### src/rtl/assert_macros.svh
// Assertion macros shared by the handle table modules.
`ifndef ASSERT_MACROS_SVH
`define ASSERT_MACROS_SVH

// Clocked assertion, switched off while reset is asserted.
`define ASSERT_CLK(lbl, prop, msg) \
	lbl: assert property (@(posedge clk) disable iff (!arst_n) (prop)) else $error(msg);

// Clocked assertion that a condition excludes another one in the same cycle.
`define ASSERT_NEVER_BOTH(lbl, a, b, msg) \
	lbl: assert property (@(posedge clk) disable iff (!arst_n) !((a) && (b))) else $error(msg);

`endif

### src/rtl/ght_pkg.sv
// Types and constants of the generational handle table.
package ght_pkg;

	localparam int SLOT_W   = 16;
	localparam int GEN_W    = 32;
	localparam int HANDLE_W = 48;

	localparam logic [GEN_W-1:0] GEN_MAX = 32'hffff_ffff;

	// Operation codes.
	localparam logic [2:0] FN_INSTALL   = 3'd0;
	localparam logic [2:0] FN_UNINSTALL = 3'd1;
	localparam logic [2:0] FN_LAUNCH    = 3'd2;
	localparam logic [2:0] FN_PAUSE     = 3'd3;
	localparam logic [2:0] FN_RESUME    = 3'd4;
	localparam logic [2:0] FN_STOP      = 3'd5;

	// Application run states.
	localparam logic [1:0] RS_RUNNING = 2'd0;
	localparam logic [1:0] RS_PAUSED  = 2'd1;
	localparam logic [1:0] RS_STOPPED = 2'd2;

	// Sequencer states.
	typedef enum logic [1:0] {
		ST_IDLE = 2'b01,
		ST_EXEC = 2'b10
	} seq_state_t;

	// Command to one slot table.
	typedef struct packed {
		logic rd;       // read the generation memory this cycle
		logic by_free;  // read at the first free slot instead of the given index
		logic alloc;    // claim the slot read last
		logic clear;    // release the slot read last
	} tbl_cmd_t;

	// Answer of one slot table, valid the cycle after a read.
	typedef struct packed {
		logic             found;
		logic             used;
		logic [GEN_W-1:0] gen;
		logic [GEN_W-1:0] gen_inc;
	} tbl_rsp_t;

endpackage

### src/rtl/ght_slot_table.sv
// One slot table: used and exhausted bits, generation memory and free-slot search.
`include "assert_macros.svh"

module ght_slot_table #(
	parameter int SLOTS = 16,
	localparam int IW = (SLOTS > 1) ? $clog2(SLOTS) : 1
) (
	input  logic             clk,
	input  logic             arst_n,
	input  ght_pkg::tbl_cmd_t cmd,
	input  logic [IW-1:0]    rd_idx,
	output logic [IW-1:0]    addr_s1,
	output ght_pkg::tbl_rsp_t rsp
);
	import ght_pkg::*;

	logic [SLOTS-1:0] used_q;
	logic [SLOTS-1:0] exh_q;
	logic [SLOTS-1:0] gen_vld_q;
	logic [SLOTS-1:0] avail;
	logic [IW-1:0]    free_idx;
	logic             free_any;
	logic [IW-1:0]    rd_addr;
	logic             found_s1;
	logic             gen_vld_s1;
	logic [GEN_W-1:0] gen_rd_s1;
	logic [GEN_W-1:0] gen_mem [SLOTS];

	// Lowest slot that is neither in use nor worn out.
	assign avail = ~used_q & ~exh_q;

	always_comb begin
		free_idx = '0;
		free_any = 1'b0;
		for (int i = SLOTS - 1; i >= 0; i--) begin
			if (avail[i]) begin
				free_idx = IW'(i);
				free_any = 1'b1;
			end
		end
	end

	assign rd_addr = cmd.by_free ? free_idx : rd_idx;

	// Generation memory: one read port, one write port, registered read data.
	always_ff @(posedge clk) begin
		if (cmd.alloc) begin
			gen_mem[addr_s1] <= rsp.gen_inc;
		end
		if (cmd.rd) begin
			gen_rd_s1 <= gen_mem[rd_addr];
			addr_s1   <= rd_addr;
		end
	end

	// Per-slot flags and the read-side status that goes with the memory data.
	always_ff @(posedge clk or negedge arst_n) begin
		if (!arst_n) begin
			used_q     <= '0;
			exh_q      <= '0;
			gen_vld_q  <= '0;
			found_s1   <= 1'b0;
			gen_vld_s1 <= 1'b0;
		end else begin
			if (cmd.rd) begin
				found_s1   <= free_any;
				gen_vld_s1 <= gen_vld_q[rd_addr];
			end
			if (cmd.alloc) begin
				used_q[addr_s1]    <= 1'b1;
				gen_vld_q[addr_s1] <= 1'b1;
				exh_q[addr_s1]     <= (rsp.gen_inc == GEN_MAX);
			end else if (cmd.clear) begin
				used_q[addr_s1] <= 1'b0;
			end
		end
	end

	// A slot never written still holds its reset generation of zero.
	always_comb begin
		rsp.found   = found_s1;
		rsp.used    = used_q[addr_s1];
		rsp.gen     = gen_vld_s1 ? gen_rd_s1 : '0;
		rsp.gen_inc = rsp.gen + GEN_W'(1);
	end

	`ASSERT_CLK(a_alloc_found, cmd.alloc |-> (rsp.found && !rsp.used), "allocation of a busy slot")
	`ASSERT_NEVER_BOTH(a_alloc_clear, cmd.alloc, cmd.clear, "slot claimed and released at once")
	`ASSERT_CLK(a_update_after_read, (cmd.alloc || cmd.clear) |-> !cmd.rd, "update overlaps a read")

endmodule

### src/rtl/generational_handle_table_top.sv
// Top level of the generational handle table: sequencer, decode and result register.
//
//  Channel | Handshake            | Payload
//  --------+----------------------+------------------------------------------
//  in      | in_valid / in_stall  | func, handle, owner_task
//  out     | out_valid / out_stall| status, new_handle, app_state_after
//
// Each request is accepted in ST_IDLE, where it reads the generation memories
// that its operation needs; in ST_EXEC it checks the handle, writes back and loads
// the result register. The single memory read of each table sets this split.
// While a result waits under out_stall the next request is still accepted, but
// its ST_EXEC step waits until the result register is free.
// Reset clears all used bits and generations at once; no clearing pass.
`include "assert_macros.svh"

module generational_handle_table_top #(
	parameter int PKG_SLOTS = 16,
	parameter int APP_SLOTS = 16
) (
	input  logic                       clk,
	input  logic                       arst_n,
	input  logic                       in_valid,
	output logic                       in_stall,
	input  logic [2:0]                 func,
	input  logic [ght_pkg::HANDLE_W-1:0] handle,
	input  logic [63:0]                owner_task,
	output logic                       out_valid,
	input  logic                       out_stall,
	output logic                       status,
	output logic [ght_pkg::HANDLE_W-1:0] new_handle,
	output logic [1:0]                 app_state_after
);
	import ght_pkg::*;

	localparam int PIW = (PKG_SLOTS > 1) ? $clog2(PKG_SLOTS) : 1;
	localparam int AIW = (APP_SLOTS > 1) ? $clog2(APP_SLOTS) : 1;

	seq_state_t st_q;

	logic              accept;
	logic              fire;
	logic [SLOT_W-1:0] slot_num;
	logic [SLOT_W-1:0] slot_m1;

	logic [2:0]        func_s1;
	logic [GEN_W-1:0]  hgen_s1;
	logic              pkg_ok_s1;
	logic              app_ok_s1;
	logic              owner_nz_s1;

	tbl_cmd_t          pkg_cmd;
	tbl_cmd_t          app_cmd;
	tbl_rsp_t          pkg_rsp;
	tbl_rsp_t          app_rsp;
	logic [PIW-1:0]    pkg_addr_s1;
	logic [AIW-1:0]    app_addr_s1;

	logic              pkg_hit;
	logic              app_hit;
	logic              ok;
	logic              pkg_alloc;
	logic              pkg_clear;
	logic              app_alloc;
	logic              app_clear;
	logic [HANDLE_W-1:0] nh;
	logic [1:0]        rs;

	logic                out_valid_q;
	logic                status_q;
	logic [HANDLE_W-1:0] new_handle_q;
	logic [1:0]          state_after_q;

	// A request enters only when the sequencer is free.
	assign in_stall = (st_q != ST_IDLE);
	assign accept   = in_valid && !in_stall;
	assign fire     = (st_q == ST_EXEC) && (!out_valid_q || !out_stall);

	assign slot_num = handle[SLOT_W-1:0];
	assign slot_m1  = slot_num - SLOT_W'(1);

	// Table reads on accept, updates when the result is committed.
	always_comb begin
		pkg_cmd.rd      = accept && (func == FN_INSTALL || func == FN_UNINSTALL ||
		                             func == FN_LAUNCH);
		pkg_cmd.by_free = (func == FN_INSTALL);
		pkg_cmd.alloc   = fire && pkg_alloc;
		pkg_cmd.clear   = fire && pkg_clear;
		app_cmd.rd      = accept && (func == FN_LAUNCH || func == FN_PAUSE ||
		                             func == FN_RESUME || func == FN_STOP);
		app_cmd.by_free = (func == FN_LAUNCH);
		app_cmd.alloc   = fire && app_alloc;
		app_cmd.clear   = fire && app_clear;
	end

	ght_slot_table #(.SLOTS(PKG_SLOTS)) u_pkg_tbl (
		.clk     (clk),
		.arst_n  (arst_n),
		.cmd     (pkg_cmd),
		.rd_idx  (slot_m1[PIW-1:0]),
		.addr_s1 (pkg_addr_s1),
		.rsp     (pkg_rsp)
	);

	ght_slot_table #(.SLOTS(APP_SLOTS)) u_app_tbl (
		.clk     (clk),
		.arst_n  (arst_n),
		.cmd     (app_cmd),
		.rd_idx  (slot_m1[AIW-1:0]),
		.addr_s1 (app_addr_s1),
		.rsp     (app_rsp)
	);

	// Request fields held for the ST_EXEC state.
	always_ff @(posedge clk) begin
		if (accept) begin
			func_s1     <= func;
			hgen_s1     <= handle[HANDLE_W-1:SLOT_W];
			pkg_ok_s1   <= (slot_num != '0) && (slot_num <= SLOT_W'(PKG_SLOTS));
			app_ok_s1   <= (slot_num != '0) && (slot_num <= SLOT_W'(APP_SLOTS));
			owner_nz_s1 <= (owner_task != '0);
		end
	end

	// Handle checks against the stored slot state.
	assign pkg_hit = pkg_ok_s1 && (hgen_s1 != '0) && pkg_rsp.used && (pkg_rsp.gen == hgen_s1);
	assign app_hit = app_ok_s1 && (hgen_s1 != '0) && app_rsp.used && (app_rsp.gen == hgen_s1);

	// Outcome of the operation.
	always_comb begin
		ok        = 1'b0;
		pkg_alloc = 1'b0;
		pkg_clear = 1'b0;
		app_alloc = 1'b0;
		app_clear = 1'b0;
		nh        = '0;
		rs        = RS_RUNNING;
		unique case (func_s1)
			FN_INSTALL: begin
				ok        = pkg_rsp.found;
				pkg_alloc = pkg_rsp.found;
				nh        = {pkg_rsp.gen_inc, SLOT_W'(pkg_addr_s1) + SLOT_W'(1)};
			end
			FN_UNINSTALL: begin
				ok        = pkg_hit;
				pkg_clear = pkg_hit;
			end
			FN_LAUNCH: begin
				ok        = owner_nz_s1 && pkg_hit && app_rsp.found;
				app_alloc = ok;
				nh        = {app_rsp.gen_inc, SLOT_W'(app_addr_s1) + SLOT_W'(1)};
				rs        = RS_RUNNING;
			end
			FN_PAUSE: begin
				ok = app_hit;
				rs = RS_PAUSED;
			end
			FN_RESUME: begin
				ok = app_hit;
				rs = RS_RUNNING;
			end
			FN_STOP: begin
				ok        = app_hit;
				app_clear = app_hit;
				rs        = RS_STOPPED;
			end
			default: begin
				ok = 1'b0;
			end
		endcase
	end

	// Sequencer and output valid.
	always_ff @(posedge clk or negedge arst_n) begin
		if (!arst_n) begin
			st_q        <= ST_IDLE;
			out_valid_q <= 1'b0;
		end else begin
			unique case (st_q)
				ST_IDLE: begin
					if (accept) begin
						st_q <= ST_EXEC;
					end
				end
				ST_EXEC: begin
					if (fire) begin
						st_q <= ST_IDLE;
					end
				end
				default: begin
					st_q <= ST_IDLE;
				end
			endcase
			if (fire) begin
				out_valid_q <= 1'b1;
			end else if (!out_stall) begin
				out_valid_q <= 1'b0;
			end
		end
	end

	// Result register.
	always_ff @(posedge clk) begin
		if (fire) begin
			status_q      <= !ok;
			new_handle_q  <= ok ? nh : '0;
			state_after_q <= ok ? rs : RS_RUNNING;
		end
	end

	assign out_valid       = out_valid_q;
	assign status          = status_q;
	assign new_handle      = new_handle_q;
	assign app_state_after = state_after_q;

	`ASSERT_CLK(a_accept_exec, accept |=> (st_q == ST_EXEC), "accepted request did not start")
	`ASSERT_CLK(a_load_from_exec, $rose(out_valid_q) |-> $past(st_q == ST_EXEC), "result without request")
	`ASSERT_CLK(a_handle_success, (fire && !ok) |=> (new_handle_q == '0), "failed request returned a handle")

endmodule

### config.mk
export PLATFORM = sky130hd
export DESIGN_NAME = generational_handle_table_top
export DESIGN_NICKNAME = d
export VERILOG_FILES = /design/src/rtl/ght_pkg.sv /design/src/rtl/ght_slot_table.sv /design/src/rtl/generational_handle_table_top.sv
export VERILOG_INCLUDE_DIRS = /design/src /design/src/rtl
export SDC_FILE = /design/constraint.sdc
export NUM_CORES = 2
export LEC_CHECK = 0
export ABC_AREA = 1
export BUFFER_PORTS_ARGS = -buffer_cell sky130_fd_sc_hd__buf_2
export CAP_MARGIN = 30
export CORE_MARGIN = 2
export CORE_UTILIZATION = 45
export CTS_CLUSTER_SIZE = 16
export DETAILED_ROUTE_END_ITERATION = 16
export HOLD_SLACK_MARGIN = 0.03
export PLACE_DENSITY = 0.63
export SLEW_MARGIN = 30
export SYNTH_ARGS = -nofsm -noshare
export SYNTH_HDL_FRONTEND = slang
export SYNTH_SLANG_ARGS = --single-unit
### constraint.sdc
create_clock -name clk -period 12.28 [get_ports clk]
set_input_delay 0.614 -clock clk [delete_from_list [all_inputs] [get_ports clk]]
set_output_delay 0.614 -clock clk [all_outputs]
set_load 0.02 [all_outputs]
Word level (Yosys, flattened, before mapping)

Memory sizes are Yosys's and may differ from the RTL's. A register that Yosys moved wholly into a read port is not among the register bits.
Index checks and enable logic that the tools add are counted.

Reductions and logical operators: 37
Equal/unequal tests: 20
Add/subtract/negate cells: 5
Order comparisons: 7
Bitwise operators: 14
Mux-type cells: 102

Operator list:

| kind                                                                                 | count |
|---|---|
| 4-bit two-way mux                                                                    | 34 |
| 16-bit inverter                                                                      | 6 |
| 48-bit one-hot mux with 2 select lines                                               | 1 |
| 32-bit by 1-bit adder with 32-bit output (second input constant)                     | 2 |
| 16-bit AND                                                                           | 4 |
| 32-bit equality test                                                                 | 2 |
| 32-bit equality test (second input constant)                                         | 2 |
| 16-bit two-way mux                                                                   | 4 |
| 32-bit two-way mux                                                                   | 2 |
| 16-bit bitwise OR                                                                    | 4 |
| 64-bit nonzero test                                                                  | 1 |
| 1-bit two-way mux                                                                    | 48 |
| 16-bit bitwise mux                                                                   | 2 |
| 32-bit nonzero test                                                                  | 1 |
| 4-bit by 5-bit less-than comparator with 1-bit output (second input constant)        | 4 |
| 1-bit logical AND                                                                    | 18 |
| 1-bit binary-select mux with 4-bit select                                            | 4 |
| 16-bit by 5-bit less-or-equal comparator with 1-bit output (second input constant)   | 1 |
| 16-bit nonzero test                                                                  | 1 |
| 3-bit by 2-bit equality test with 1-bit output (second input constant)               | 4 |
| 3-bit equality test (second input constant)                                          | 4 |
| 4-bit by 1-bit adder with 5-bit output (second input constant)                       | 2 |
| 1-bit demux with 4-bit select                                                        | 2 |
| 4-bit by 1-bit greater-or-equal comparator with 1-bit output (second input constant) | 2 |
| other kinds (15)                                                                     | 30 |

Output and inout port bits: 53
Bits in writable memories: 1024
Word-level logic and storage cells: 208
Memories: 2
Register bits: 199
Input port bits: 119

Memories:

| name              | words | bits a word | read ports | clocked after memory_dff | write ports | line                 | source |
|---|---|---|---|---|---|---|---|
| u_app_tbl.gen_mem | 16    | 32          | 1          | 1                        | 1           | ght_slot_table.sv:27 | `logic [GEN_W-1:0] gen_mem [SLOTS];` |
| u_pkg_tbl.gen_mem | 16    | 32          | 1          | 1                        | 1           | ght_slot_table.sv:27 |  |

Logic depth before layout (Yosys ltp)

Depth in word-level cells: 21
Depth in mapped cells: 26
Depth with buffers taken out: 25

Cells and area by module

A second synthesis with hierarchy kept.

Cell total of the unflattened synthesis: 5012
Area, all modules: 55928.6 µm²

By module, submodules not included:

| module                        | cells each | times used | area each (µm²) | seq. area each (µm²) |
|---|---|---|---|---|
| ght_slot_table (u_app_tbl)    | 2136       | 1          | 25318.0         | 17707.0 |
| ght_slot_table (u_pkg_tbl)    | 2131       | 1          | 25160.4         | 17707.0 |
| generational_handle_table_top | 745        | 1          | 5450.2          | 2388.5 |

Least setup slack after synthesis

No wires, ideal clock.

Path type: input to register
From: in out_stall
To: reg u_pkg_tbl.exh_q[0]
Buffers on the path: 0
Data required time: 12150 ps
Library setup time: 130 ps
Cell stages on the path: 10
Arrival: 5161 ps
Path slack: 6990 ps
Cells stage by stage: nand2_1 inv_1 nor2_1 inv_1 nor2_1 inv_1 nor2_1 inv_1 nand2_1 o21ai_0

Cells in the longest elaborated chain, start to end: 4

RTL lines:

| element                        | line                                | source |
|---|---|---|
| start: declaration             | generational_handle_table_top.sv:28 | `input logic out_stall,` |
| 1-bit logical NOT              | n/a                                 |  |
| 1-bit logical OR               | generational_handle_table_top.sv:76 | `assign fire = (st_q == ST_EXEC) && (!out_valid_q \|\| !out_stall);` |
| 1-bit logical AND              | generational_handle_table_top.sv:76 |  |
| via fire                       | generational_handle_table_top.sv:41 | `logic fire;` |
| 1-bit logical AND              | generational_handle_table_top.sv:86 | `pkg_cmd.alloc = fire && pkg_alloc;` |
| end signal: indexed assignment | ght_slot_table.sv:72                | `exh_q[addr_s1] <= (rsp.gen_inc == GEN_MAX);` |
| end: declaration               | ght_slot_table.sv:18                | `logic [SLOTS-1:0] exh_q;` |

The timed path passes the listed nets, and every way through them passes these cells.
A chain may end at the register's enable or synchronous reset.

==> results by stage <==
CTS:
- The number of gates resized after CTS was 0.
- The insertion delay to the later sink of the worst-skew pair is around 0.75 ns.
- The root buffer cell chosen for the clock tree is sky130_fd_sc_hd__clkbuf_16.
- The number of sinks driven by the clock tree is 1276.
- TritonCTS built the clock tree.
- The post-CTS setup buffer count is 0.
- Clock tree synthesis inserted a total of between 100 and 150 buffers.
- In this run the deepest clock path goes through 3 buffers.
- The number of H-tree levels is 4.
- The clock transition at the register clock pins on the worst setup and hold paths after CTS is 0.06 ns.

Critical path:
- The sort of element at the start of the critical path is a register.
- The data required time at the worst endpoint is 12.91 ns.
- The critical path goes through buf_4 -> nand2_1 -> inv_1 -> ha_1 -> nand3_4 -> nor2_2 -> nand3_2 -> nor3b_4 -> nand3_2 -> nor2_4 -> nand3_1 -> nor3_1 -> xor2_1 -> inv_1 -> nand4_1 -> nor2_1 -> nand3_2 -> o21ai_0.
- STA classifies the critical path endpoint as a register.
- On the critical path the largest part of the delay comes from simple AND/OR/NAND/NOR gates.
- The critical path in this run is classified as reg -> reg.
- In this design, the critical path's most frequently occurring cell is sky130_fd_sc_hd__nand3_2.
- Among all stages on the critical path, the largest delay is contributed by sky130_fd_sc_hd__nand2_1.
- The worst endpoint data arrival time is 5.80 ns.
- In this run the worst path has a maximum fanout of 39.
- The critical path contains buffers and inverters numbering 3 combined.
- In this design, the stage delay of the slowest critical-path cell is about 0.54 ns.

Timing:
- Timing would allow up to ~190 MHz.
- On the final layout, the worst clock skew is 0.03316 ns.
- For the finished layout, the period the worst path requires is ~5.2 ns.
- The number of endpoints with negative hold slack in the final report was 0.
- The ratio of final minimum period to clock period is a little over two fifths.
- At the pin with the least slew margin, the transition time is a little under 1 ns.
- Setup violations remaining at the end of the flow were counted as 0.
- For the final routed database, the setup TNS stands at 0 ns.
- Across all hold checks on the routed design, the worst slack comes to 0.06702 ns.
- The relative slew slack is 34.83%.
- The max-slew violation total from the final report was 0.
- Setup repair after global routing left no endpoint under its margin.

Routing:
- After detailed routing, the wire length on met1 is 68.19 mm.
- The remaining routing DRC violations is 0.
- The number of DRC markers after the initial detailed-route iteration is 5009.
- Summed over all layers, the routed wires come to 153.2 mm.
- The remaining number of nets flagged by the antenna check after routing is 0.
- The detailed-routing iteration count for the pre-antenna-repair pass is 6.
- The sum of met2 wire segment lengths after detailed routing is 66.28 mm.
- The highest metal layer with signal wires is met5.
- The mean number of vias per cell is 5.761.
- The total number of vias is about 37000.
- The routed wire length per instance is 23.62 microns.
- Detailed routing placed a total of 15.62 mm of wire on met3.

Synth:
- After synthesis the netlist holds a flip-flop and latch count of 1276.
- The netlist area before placement is 54530 sq um.
- Yosys printed 0 warnings.
- The number of distinct standard cells referenced by the synthesized netlist is 54.
- The average instance in the mapped netlist occupies 11.73 sq um.
- Synthesis handed over a netlist of between 4000 and 5000 instances.
- The sequential fraction of the synthesis area is 69.32%.

Pwr:
- The sequential group share of total power is between 50% and 60%.
- The internal power is 7.441 mW.
- The combinational cell fraction of total power is a little under an eighth.
- After layout, the design draws a total of 10.02 mW.
- The analysis attributes to cell leakage a power of between 20 and 25 nW.
- The share of power burned in the clock network is 38.3%.
- Power spread over the standard cell area amounts to 163.6 nW/um^2.
- The maximum ir drop on the vdd rail is around 0.14 mV.
- Of the total power, the share spent switching nets is 25.76%.
- The power spent charging and discharging nets is ~2.6 mW.

Final layout:
- The number of fill cells is 10360.
- In the final layout, the share of cells above drive strength 1 is 11.08%.
- In the final layout, flip-flops and latches occupy around 38000 sq um.
- Compared with the post-synthesis result, the final layout area differs by 12.38%.
- In the final layout, the multi-input gates occupy 13780 sq um.
- The final net count is 4901.
- The number of antenna diodes in the final layout is 0.

Floorplan:
- The region available for standard cell placement spans 120100 sq um.
- 172 I/O pins were placed.
- The initial core utilization is 45.40%.
- The initialized floorplan defines 127 standard-cell rows.
- The width of the die is 352.1 microns.
- The die is 352.1 microns tall.
- The die covers 124000 sq um.

Global routing:
- The first global-routing pass estimated 225.6 mm of wire.
- The number of antenna violations at the first check in global routing is 0.
- The via count of the first global-routing pass is 34540.
- The total routing resource utilization after global routing is 24.18%.
- Global routing finished with a remaining overflow of 0.
- Entering global routing, the biggest net connects 127 pins.

Worst hold path:
- In this run the worst hold path is classified as in -> reg.

Placement:
- At the end of routability-driven placement, the weighted congestion stood at about 0.97.
- The post-detailed-placement half-perimeter wirelength is 84.83 mm.
- During placement, the flow inserted port buffers numbering 160.

Run:
- The tool flagged a number of max-cap violations equal to 0.

Run status:
- The flow ran to the end, and the final reports show no timing, DRC or antenna violations.
## cells by family after synthesis
group	share of synthesized area (%)
flops	69.32
other cells	0.006877
mux	0.02065
fa+ha+maj	0.1606
compound gates	14.45
xor+xnor	1.686
buf+inv	5.766
simple gates	8.590
## final timing paths
| kind | startpoint | end | slack, ns | depth (start not counted) |
|---|---|---|---|---|
| max | u_pkg_tbl.gen_vld_s1 | u_pkg_tbl.exh_q[0] | 7.11 | 18 |
| min | handle[41] | hgen_s1[25] | 0.07 | 1 |
| max reg2reg | u_pkg_tbl.gen_vld_s1 | u_pkg_tbl.exh_q[0] | 7.11 | 18 |
| min reg2reg | u_app_tbl.gen_vld_q[3] | u_app_tbl.gen_vld_q[3] | 0.45 | 2 |
| max in group asynchronous | arst_n | u_app_tbl.exh_q[9] | 10.79 | 3 |
| min in group asynchronous | arst_n | u_pkg_tbl.exh_q[14] | 0.40 | 2 |
## power by group through the flow
stage          combinational (mW)  sequential, mW  clock, mW
2_1_floorplan               0.735            5.09          0
3_3_place_gp                 1.12            5.12          0
3_5_place_dp                 1.13            5.12          0
4_1_cts                      1.14            5.03       3.89
5_1_grt                      1.26            5.03       4.06
6_report                     1.16            5.03       3.84
## area by class of cell
class,instances,share of cell area (%)
Inverter,520,3.214
Sequential cell,1276,61.69
Clock buffer,170,5.692
Multi-Input combinational cell,2584,22.49
Tap cell,1612,3.291
Clock inverter,65,0.9535
Timing Repair Buffer,259,2.675
## layer usage
metal	vias to the layer above	GRT usage, %
met3	201	5.242
met4	2	6.026
met5	-	1.423
met2	1844	34.82
li1	16950	-
met1	18370	37.00
## cell usage after synthesis (all sizes together)
| cell | n | area (sq um) |
|---|---|---|
| mux2 | 1 | 11.26 |
| clkbuf | 207 | 777.0 |
| or2 | 10 | 62.56 |
| nor4 | 45 | 287.8 |
| a22oi | 4 | 30.03 |
| nand4 | 44 | 294.0 |
| a21oi | 548 | 2743 |
| nand3b | 3 | 22.52 |
| edfxtp | 1173 | 35220 |
| or3 | 1 | 6.260 |
| o21ai | 582 | 2958 |
| inv | 516 | 1937 |
| a31oi | 2 | 12.51 |
| o211ai | 258 | 1937 |
| xor2 | 83 | 727.0 |
| dfrtp | 102 | 2552 |
| buf | 71 | 414.2 |
| nand2 | 509 | 1956 |
| o21a | 1 | 7.510 |
| ha | 7 | 87.58 |
| nor3 | 22 | 148.9 |
| a221oi | 2 | 17.52 |
| clkinv | 4 | 16.26 |
| dfstp | 1 | 26.28 |
| xnor2 | 22 | 192.7 |
| nor3b | 2 | 26.28 |
| nor2 | 184 | 748.2 |
| a22o | 1 | 8.760 |
| o2111ai | 2 | 17.52 |
| conb | 1 | 3.750 |
| o21bai | 2 | 15.01 |
| o22ai | 20 | 125.1 |
| nand3 | 213 | 1104 |
| and2 | 1 | 6.260 |
| a2111oi | 1 | 8.760 |
| or4 | 3 | 22.52 |
## cell usage in the layout (no fill, tap or decap), drive strengths merged, types with 2 or more instances in the layout
cell type	Yosys	routed
edfxtp	1173	1173
o21ai	582	582
a21oi	548	548
inv	516	523
nand2	509	509
o211ai	258	258
buf	71	244
nand3	213	213
nor2	184	184
clkbuf	207	170
dfrtp	102	102
xor2	83	83
clkinv	4	51
nor4	45	45
nand4	44	44
xnor2	22	22
nor3	22	22
o22ai	20	20
dlygate4sd3	0	15
conb	1	11
or2	10	10
bufinv	0	8
ha	7	7
a22oi	4	4
or4	3	3
nand3b	3	3
clkinvlp	0	3
o2111ai	2	2
o21bai	2	2
a221oi	2	2
nor3b	2	2
a31oi	2	2
## per-stage QoR
stage,instances,instance area [sq um],util (%),setup slack (ns)
floorplan,4658,54570,-,6.990
global placement,6233,56960,47.42,7.065
detailed placement,6234,57010,47.45,7.004
CTS,6484,61230,50.97,7.168
global route,6486,61280,51.01,6.705
finish,6486,61280,51.01,7.111
## registers in the layout, indices dropped and copies added (netlist names), named ones only
name / cells
app_ok_s1: 1
app_state_after: 2
func_s1: 3
hgen_s1: 32
new_handle: 37
out_valid: 1
owner_nz_s1: 1
st_q: 2
status: 1
u_app_tbl.addr_s1: 4
u_app_tbl.exh_q: 16
u_app_tbl.found_s1: 1
u_app_tbl.gen_mem: 512
u_app_tbl.gen_rd_s1: 32
u_app_tbl.gen_vld_q: 16
u_app_tbl.gen_vld_s1: 1
u_pkg_tbl.addr_s1: 4
u_pkg_tbl.exh_q: 16
u_pkg_tbl.found_s1: 1
u_pkg_tbl.gen_mem: 512
u_pkg_tbl.gen_rd_s1: 32
u_pkg_tbl.gen_vld_q: 16
u_pkg_tbl.gen_vld_s1: 1
## repair_timing
item                       in CTS  in global routing
setup endpoints to repair       0                  0
hold endpoints to repair       49                  0
hold buffers                   15                  0
## worst register-to-register path: cells and delay by family, from the launching register on
kind	cells	cell delay (ns)
adder cells (fa/ha/maj)	1	0.24
AND/OR/NAND/NOR	12	2.85
flip-flops	1	0.32
buffers and inverters	3	1.15
AO/OA/AOI/OAI	1	0.40
XOR/XNOR	1	0.10
(Power assumes the default switching activity.)
